[config.mk]
export PLATFORM = sky130hd
export DESIGN_NAME = escape_sequence_decoder
export DESIGN_NICKNAME = d
export VERILOG_FILES = /design/src/sv/esc_pkg.sv /design/src/sv/esc_decode.sv /design/src/sv/esc_out_queue.sv /design/src/sv/escape_sequence_decoder.sv
export SDC_FILE = /design/constraint.sdc
export NUM_CORES = 1
export LEC_CHECK = 0
export ABC_AREA = 1
export BUFFER_PORTS_ARGS = -buffer_cell sky130_fd_sc_hd__buf_2
export CAP_MARGIN = 20
export CORE_UTILIZATION = 35
export CTS_CLUSTER_DIAMETER = 60
export DETAILED_ROUTE_END_ITERATION = 10
export HOLD_SLACK_MARGIN = 0.05
export SYNTH_ARGS = -nofsm -noshare
export SYNTH_HDL_FRONTEND = slang
export SYNTH_SLANG_ARGS = --single-unit
[constraint.sdc]
create_clock -name clk -period 5.67 [get_ports clk]
set_input_delay 0.8505 -clock clk [delete_from_list [all_inputs] [get_ports clk]]
set_output_delay 0.8505 -clock clk [all_outputs]
set_load 0.02 [all_outputs]
[src/sv/esc_pkg.sv]
`timescale 1ns / 1ps
// ----------------------------------------------------------------------------
// Escape decoder package
// Shared types, character constants and lookup functions for the decoder.
// ----------------------------------------------------------------------------
package esc_pkg;

    localparam int QDEPTH = 4;
    localparam int QPTR_W = $clog2(QDEPTH);
    localparam int QCNT_W = $clog2(QDEPTH + 1);

    localparam logic [7:0] CH_BACKSLASH = 8'h5C;
    localparam logic [7:0] CH_QUOTE     = 8'h22;
    localparam logic [7:0] CH_X         = 8'h78;
    localparam logic [7:0] BYTE_SHORT   = 8'hFE;
    localparam logic [7:0] BYTE_SPLIT   = 8'h7F;

    typedef enum logic [3:0] {
        MODE_NORMAL = 4'b0001,
        MODE_ESC    = 4'b0010,
        MODE_HEX1   = 4'b0100,
        MODE_HEX2   = 4'b1000
    } esc_mode_t;

    typedef enum logic [1:0] {
        ESC_MAPPED,
        ESC_PASS,
        ESC_HEX
    } esc_kind_t;

    typedef struct packed {
        esc_kind_t  kind;
        logic [7:0] data;
    } esc_map_t;

    typedef struct packed {
        logic       ok;
        logic [3:0] val;
    } hex_digit_t;

    typedef struct packed {
        logic [7:0] data;
        logic       valid;
        logic       fin;
    } esc_result_t;

    typedef struct packed {
        logic [1:0]  num;
        esc_result_t r0;
        esc_result_t r1;
    } esc_push_t;

    function automatic esc_map_t esc_map(input logic [7:0] ch);
        esc_map_t m;
        m.kind = ESC_MAPPED;
        m.data = 8'h00;
        case (ch)
            8'h6E:   m.data = 8'h0A;
            8'h62:   m.data = 8'h08;
            8'h72:   m.data = 8'h0D;
            8'h61:   m.data = 8'h07;
            8'h65:   m.data = 8'h1B;
            8'h74:   m.data = 8'h09;
            8'h76:   m.data = 8'h0B;
            8'h5C:   m.data = 8'h5C;
            8'h66:   m.data = 8'h0C;
            8'h22:   m.data = 8'h22;
            8'h30:   m.data = 8'h00;
            8'h3F:   m.data = 8'h3F;
            CH_X:    m.kind = ESC_HEX;
            default: m.kind = ESC_PASS;
        endcase
        return m;
    endfunction

    function automatic hex_digit_t hex_digit(input logic [7:0] ch);
        hex_digit_t d;
        logic [7:0] diff;
        d.ok = 1'b1;
        diff = 8'h00;
        if (ch inside {[8'h30:8'h39]})
        begin
            diff = ch - 8'h30;
        end
        else if (ch inside {[8'h61:8'h66]})
        begin
            diff = ch - 8'h57;
        end
        else if (ch inside {[8'h41:8'h46]})
        begin
            diff = ch - 8'h37;
        end
        else
        begin
            d.ok = 1'b0;
        end
        d.val = diff[3:0];
        return d;
    endfunction

endpackage

[src/sv/esc_decode.sv]
`timescale 1ns / 1ps
// ----------------------------------------------------------------------------
// Escape decoder core
// Holds the decode mode and pending hex character and turns one registered
// input byte into zero, one or two result transfers.
// ----------------------------------------------------------------------------
module esc_decode
    import esc_pkg::*;
(
    input  logic       clk,
    input  logic       rst_n,
    input  logic       fire,
    input  logic [7:0] in_byte,
    input  logic       is_final,
    output esc_push_t  push
);

    esc_mode_t  mode_reg, mode_next;
    logic [7:0] first_reg, first_next;

    esc_map_t    emap;
    hex_digit_t  d0, d1;
    logic [7:0]  hex_val;
    esc_push_t   raw;

    always_comb
    begin
        emap = esc_map(in_byte);
        d0   = hex_digit(first_reg);
        d1   = hex_digit(in_byte);
        if (!d0.ok)
        begin
            hex_val = 8'h00;
        end
        else if (!d1.ok)
        begin
            hex_val = {4'h0, d0.val};
        end
        else
        begin
            hex_val = {d0.val, d1.val};
        end
    end

    always_comb
    begin
        raw        = '0;
        mode_next  = MODE_NORMAL;
        first_next = first_reg;
        case (mode_reg)
            MODE_NORMAL:
            begin
                if (in_byte == CH_BACKSLASH)
                begin
                    mode_next = MODE_ESC;
                end
                else if (in_byte != CH_QUOTE)
                begin
                    raw.num = 2'd1;
                    raw.r0  = '{data: in_byte, valid: 1'b1, fin: 1'b0};
                end
            end
            MODE_ESC:
            begin
                case (emap.kind)
                    ESC_PASS:
                    begin
                        raw.num = 2'd1;
                        raw.r0  = '{data: in_byte, valid: 1'b1, fin: 1'b0};
                    end
                    ESC_HEX:
                    begin
                        if (is_final)
                        begin
                            raw.num = 2'd1;
                            raw.r0  = '{data: BYTE_SHORT, valid: 1'b1, fin: 1'b0};
                        end
                        else
                        begin
                            mode_next = MODE_HEX1;
                        end
                    end
                    default:
                    begin
                        raw.num = 2'd1;
                        raw.r0  = '{data: emap.data, valid: 1'b1, fin: 1'b0};
                    end
                endcase
            end
            MODE_HEX1:
            begin
                if (is_final)
                begin
                    raw.num = 2'd1;
                    raw.r0  = '{data: BYTE_SHORT, valid: 1'b1, fin: 1'b0};
                    if (in_byte != CH_BACKSLASH && in_byte != CH_QUOTE)
                    begin
                        raw.num = 2'd2;
                        raw.r1  = '{data: in_byte, valid: 1'b1, fin: 1'b0};
                    end
                end
                else
                begin
                    first_next = in_byte;
                    mode_next  = MODE_HEX2;
                end
            end
            default:
            begin
                first_next = 8'h00;
                raw.num    = 2'd1;
                if (hex_val[7])
                begin
                    raw.num = 2'd2;
                    raw.r0  = '{data: BYTE_SPLIT, valid: 1'b1, fin: 1'b0};
                    raw.r1  = '{data: hex_val - 8'd127, valid: 1'b1, fin: 1'b0};
                end
                else
                begin
                    raw.r0 = '{data: hex_val, valid: 1'b1, fin: 1'b0};
                end
            end
        endcase

        push = raw;
        if (is_final)
        begin
            mode_next  = MODE_NORMAL;
            first_next = 8'h00;
            case (raw.num)
                2'd0:
                begin
                    push.num = 2'd1;
                    push.r0  = '{data: 8'h00, valid: 1'b0, fin: 1'b1};
                end
                2'd1:    push.r0.fin = 1'b1;
                default: push.r1.fin = 1'b1;
            endcase
        end
    end

    always_ff @(posedge clk or negedge rst_n)
    begin
        if (!rst_n)
        begin
            mode_reg  <= MODE_NORMAL;
            first_reg <= 8'h00;
        end
        else if (fire)
        begin
            mode_reg  <= mode_next;
            first_reg <= first_next;
        end
    end

endmodule

[src/sv/esc_out_queue.sv]
`timescale 1ns / 1ps
// ----------------------------------------------------------------------------
// Escape decoder result queue
// Small queue that takes up to two results per cycle and hands out one per cycle unless res_stall holds it.
// ----------------------------------------------------------------------------
module esc_out_queue
    import esc_pkg::*;
(
    input  logic              clk,
    input  logic              rst_n,
    input  logic              fire,
    input  esc_push_t         push,
    output logic              room,
    output logic [QCNT_W-1:0] level,
    output logic              res_valid,
    input  logic              res_stall,
    output esc_result_t       head
);

    esc_result_t       entry_reg [QDEPTH];
    logic [QPTR_W-1:0] wr_reg, wr_next;
    logic [QPTR_W-1:0] rd_reg, rd_next;
    logic [QCNT_W-1:0] cnt_reg, cnt_next;
    logic [1:0]        num;
    logic              pop;

    assign num       = fire ? push.num : 2'd0;
    assign pop       = res_valid && !res_stall;
    assign res_valid = (cnt_reg != '0);
    assign room      = (cnt_reg <= QCNT_W'(QDEPTH - 2));
    assign level     = cnt_reg;
    assign head      = entry_reg[rd_reg];

    always_comb
    begin
        wr_next  = wr_reg + QPTR_W'(num);
        rd_next  = rd_reg + QPTR_W'(pop);
        cnt_next = cnt_reg + QCNT_W'(num) - QCNT_W'(pop);
    end

    always_ff @(posedge clk)
    begin
        if (num != 2'd0)
        begin
            entry_reg[wr_reg] <= push.r0;
        end
        if (num == 2'd2)
        begin
            entry_reg[wr_reg + QPTR_W'(1)] <= push.r1;
        end
    end

    always_ff @(posedge clk or negedge rst_n)
    begin
        if (!rst_n)
        begin
            wr_reg  <= '0;
            rd_reg  <= '0;
            cnt_reg <= '0;
        end
        else
        begin
            wr_reg  <= wr_next;
            rd_reg  <= rd_next;
            cnt_reg <= cnt_next;
        end
    end

endmodule

[src/sv/escape_sequence_decoder.sv]
`timescale 1ns / 1ps
// ----------------------------------------------------------------------------
// Escape sequence decoder
// Decodes backslash escapes in a byte stream, one byte per cycle when not stalled.
// ----------------------------------------------------------------------------
// The block takes one input byte per cycle when not stalled and returns
// decoded bytes in order. An accepted byte is decoded while it sits in the
// input register, and its results enter the queue as it leaves that register.
// Results leave through a four-entry queue at one transfer per cycle unless
// res_stall is high; a byte that yields two results (a hex value above 127,
// or a string that ends one character after x other than backslash or quote)
// leaves as two transfers, and input is stalled while the input register
// holds a byte and the queue has fewer than two free entries.
module escape_sequence_decoder
    import esc_pkg::*;
(
    input  logic       clk,
    input  logic       rst_n,
    input  logic       in_valid,
    output logic       in_stall,
    input  logic [7:0] in_byte,
    input  logic       is_final,
    output logic       res_valid,
    input  logic       res_stall,
    output logic [7:0] out_byte,
    output logic       out_valid,
    output logic       out_final
);

    logic              in_full_reg, in_full_next;
    logic [7:0]        byte_reg;
    logic              final_reg;
    logic              room;
    logic              fire;
    logic              accept;
    logic [QCNT_W-1:0] level;
    esc_push_t         push;
    esc_result_t       head;

    assign fire     = in_full_reg && room;
    assign in_stall = in_full_reg && !room;
    assign accept   = in_valid && !in_stall;

    always_comb
    begin
        in_full_next = in_full_reg;
        if (accept)
        begin
            in_full_next = 1'b1;
        end
        else if (fire)
        begin
            in_full_next = 1'b0;
        end
    end

    always_ff @(posedge clk or negedge rst_n)
    begin
        if (!rst_n)
        begin
            in_full_reg <= 1'b0;
        end
        else
        begin
            in_full_reg <= in_full_next;
        end
    end

    always_ff @(posedge clk)
    begin
        if (accept)
        begin
            byte_reg  <= in_byte;
            final_reg <= is_final;
        end
    end

    esc_decode u_decode (
        .clk      (clk),
        .rst_n    (rst_n),
        .fire     (fire),
        .in_byte  (byte_reg),
        .is_final (final_reg),
        .push     (push)
    );

    esc_out_queue u_queue (
        .clk       (clk),
        .rst_n     (rst_n),
        .fire      (fire),
        .push      (push),
        .room      (room),
        .level     (level),
        .res_valid (res_valid),
        .res_stall (res_stall),
        .head      (head)
    );

    assign out_byte  = head.data;
    assign out_valid = head.valid;
    assign out_final = head.fin;

    a_level_bound: assert property (@(posedge clk) disable iff (!rst_n)
        level <= QCNT_W'(QDEPTH))
        else $error("result queue overflow");

    a_final_emits: assert property (@(posedge clk) disable iff (!rst_n)
        fire && final_reg |-> push.num != 2'd0)
        else $error("final byte produced no result");

    a_push_shows: assert property (@(posedge clk) disable iff (!rst_n)
        fire && push.num != 2'd0 |=> res_valid)
        else $error("decoded result not presented");

    a_bare_marker_final: assert property (@(posedge clk) disable iff (!rst_n)
        fire && push.num != 2'd0 && !push.r0.valid |-> push.r0.fin && push.r0.data == 8'h00)
        else $error("bare end marker malformed");

endmodule
==> metrics <==
status finished clean; CP Class reg2reg; num rows 41; Comb power frac 37.4%; FF-to-FF End u_queue.level[2]; H-tree depth 3; Finished Layout Cells 779; Met3 Routed Length 551 um; max-slew violation count 0; Final HPWL DP 9200 um; diodes inserted 0; Worst Path Arrival 3.65 ns; design area 0.00509 sq mm; crit start category flop; sw frac 40.4%; clock root cell clkbuf_16; CTS tree yes; R2R depth 15; sequential-to-total area share from yosys stat 43.6%; clock power share 25.5%; area growth from synthesis to layout 12.7%; CP endpoint u_queue.level[2]; Slew @ Worst Pin 0.812 ns; GR Util All Layers 18.9%; Slew headroom 45.7%; Post-CTS Setup Inserts 0; CP Data Required Time 5.89 ns; DR iter-0 viols 291; f_max 0.292 GHz; total number of vias 3950; die area 0.0134 sq mm; Layout Utilization 40.4%; post-layout minimum cycle time 3.43 ns; Int Pwr 0.00130 W; Post-DP Area 0.00480 sq mm; share of the synthesized area in the top cell type 32.5%; Core ar. 0.0126 sq mm; Post-Route WL 11700 um; Max-Cap Viols 0; distinct cell type count after synthesis 42; Net Switching 0.000884 W; gr ovfl total 0; Avg Cell Area, Syn 7.82 sq um; largest cells by area after synthesis edfxtp_1, nand2_1, dfrtp_1, nand3_1, nor2_1; Ys Warns 0; Reg area 0.00197 sq mm; share of cells above drive strength 1 12.0%; Max Buffers Root-to-Sink 2; Syn Nets 607; top-count cell post-synth nand2_1; CP max stage cell edfxtp_1; peak supply drop 235 uV; placer congestion estimate 0.983; sequential power share 37.1%; Clock transition at path regs 0.06 ns; Synth Instances 578; DP Cell Count 763; wl on met1 5430 um; top_reg_cell synth edfxtp_1; CP Cell Sequence inv_1, ha_1, nand2_1, nor2_1, nand3_1, nand2_1, nor2_1, nor2_2, nand2_1, a21oi_1, ha_1, inv_1, fa_1, xnor2_1, xor2_1; CTS Buf Count 9; Async S/R FF share, synth 29.0%; EDFF count, synth 49; largest net degree at the start of global routing 23; commonest cells in the netlist nand2_1, nor2_1, nand3_1, inv_1, edfxtp_1; met2 routed WL 5360 um; Final ANT Viol Nets 0; PwrDens 430 mW/mm^2; min-delay worst type in2async; CP Max Fanout 13; CTS Sinks 69; WL/cell 15.0 um; drt pass-1 iters 5; number of global-route vias before repair 3856; max reg flops 40; CP Capture Type flop; Die Span Y 116 um; Synth Cell Area 0.00452 sq mm; Setup crit start byte_reg[1]; Synth Register Bits 69; Ports 25; Hold-fix buffers, CTS 0; most frequent CP cell nand2_1; Clock Skews 0.00538 ns; RSZ-0062 raised after global routing false; final count of negative-setup-slack endpoints 0; Final Hold Viols 0; DR vias/cell 5.07; Final #Nets 631; final hold slack 0.462 ns; area of the multi-input gates 0.00221 sq mm; top sig layer met4; first-pass GRT wire length 19100 um; sum of negative setup slack 0 ns; worst flop-to-flop path startpoint byte_reg[1]; initial core utilization 35.8%; post-CTS sizing 0; Port-buffer cells 24; initial antenna violation count 0; Skew-Pair Late Insertion Delay 0.34 ns; DR DRC count 0; LEAKAGE 2.30 nW; die width 116 um; fillers 1328; FF-to-FF setup slack 2.24 ns; post-synth top area cell edfxtp_1; Worst path max stage delay 0.49 ns; fin crit share 60.5%
## layer usage
metal  GRT usage [%]  vias up
met5               0        -
met4            10.1        0
met3            3.61       33
met2            31.3      121
met1            23.4     1804
li1                -     1992
## metrics by stage
step	power, W	setup slack (ns)
CTS	0.00221	2.26
detailed placement	0.00165	2.26
global route	0.00235	1.80
finish	0.00219	2.24
floorplan	0.00141	2.82
global placement	0.00163	2.36
## layout make-up
class / instances / area share (%)
clock buffers: 9 / 4.42
repair buffers: 25 / 2.50
clock inverters: 7 / 1.42
well taps: 172 / 4.22
multi-input cells: 428 / 43.3
flip-flops and latches: 69 / 38.7
inverters: 69 / 5.38
## power groups by stage
stage	sequential, W	combinational [W]	clock (W)
final	0.000812	0.000818	0.000558
after global routing	0.000827	0.000931	0.000591
after global placement	0.000818	0.000813	0
after floorplan	0.000755	0.000656	0
after CTS	0.000811	0.000828	0.000574
after detailed placement	0.000821	0.000827	0
## worst min-delay path by stage
stage / startpoint / depth (start not counted) / slack [ns] / end
after global routing: rst_n / 1 / 0.50 / u_decode.first_reg[4]
final: rst_n / 1 / 0.46 / u_decode.first_reg[4]
after global placement: in_full_reg / 2 / 0.48 / in_full_reg
after detailed placement: in_full_reg / 2 / 0.48 / in_full_reg
after CTS: rst_n / 1 / 0.46 / u_decode.first_reg[4]
after floorplan: in_full_reg / 2 / 0.46 / in_full_reg
## layout by cell type, fill, tap and decap left out, types with 10 or more instances in the layout
master | netlist | routed
nor2_1 | 88 | 88
nand3_1 | 67 | 67
buf_2 | 3 | 24
o22ai_1 | 19 | 19
ha_1 | 15 | 15
inv_1 | 60 | 60
dfrtp_1 | 19 | 19
o21ai_0 | 31 | 31
edfxtp_1 | 49 | 49
nand2_1 | 136 | 136
a21oi_1 | 10 | 10
## worst max-delay path, delay by kind of cell (launching register included)
| kind | cells | cell delay, ns |
|---|---|---|
| flip-flops | 1 | 0.49 |
| AND/OR/NAND/NOR | 7 | 1.31 |
| XOR/XNOR | 2 | 0.28 |
| AO/OA/AOI/OAI | 1 | 0.18 |
| adder cells (fa/ha/maj) | 3 | 0.78 |
| buffers and inverters | 2 | 0.29 |
## cells by family after synthesis
kind of cell	Yosys count	share of synthesized area, %
buffers and inverters	81	7.55
adder cells (fa/ha/maj)	16	4.59
XOR/XNOR	5	0.969
AND/OR/NAND/NOR	332	33.6
flip-flops	69	43.6
AO/OA/AOI/OAI	75	9.66
Note: power is estimated with default switching activity, not from simulation.
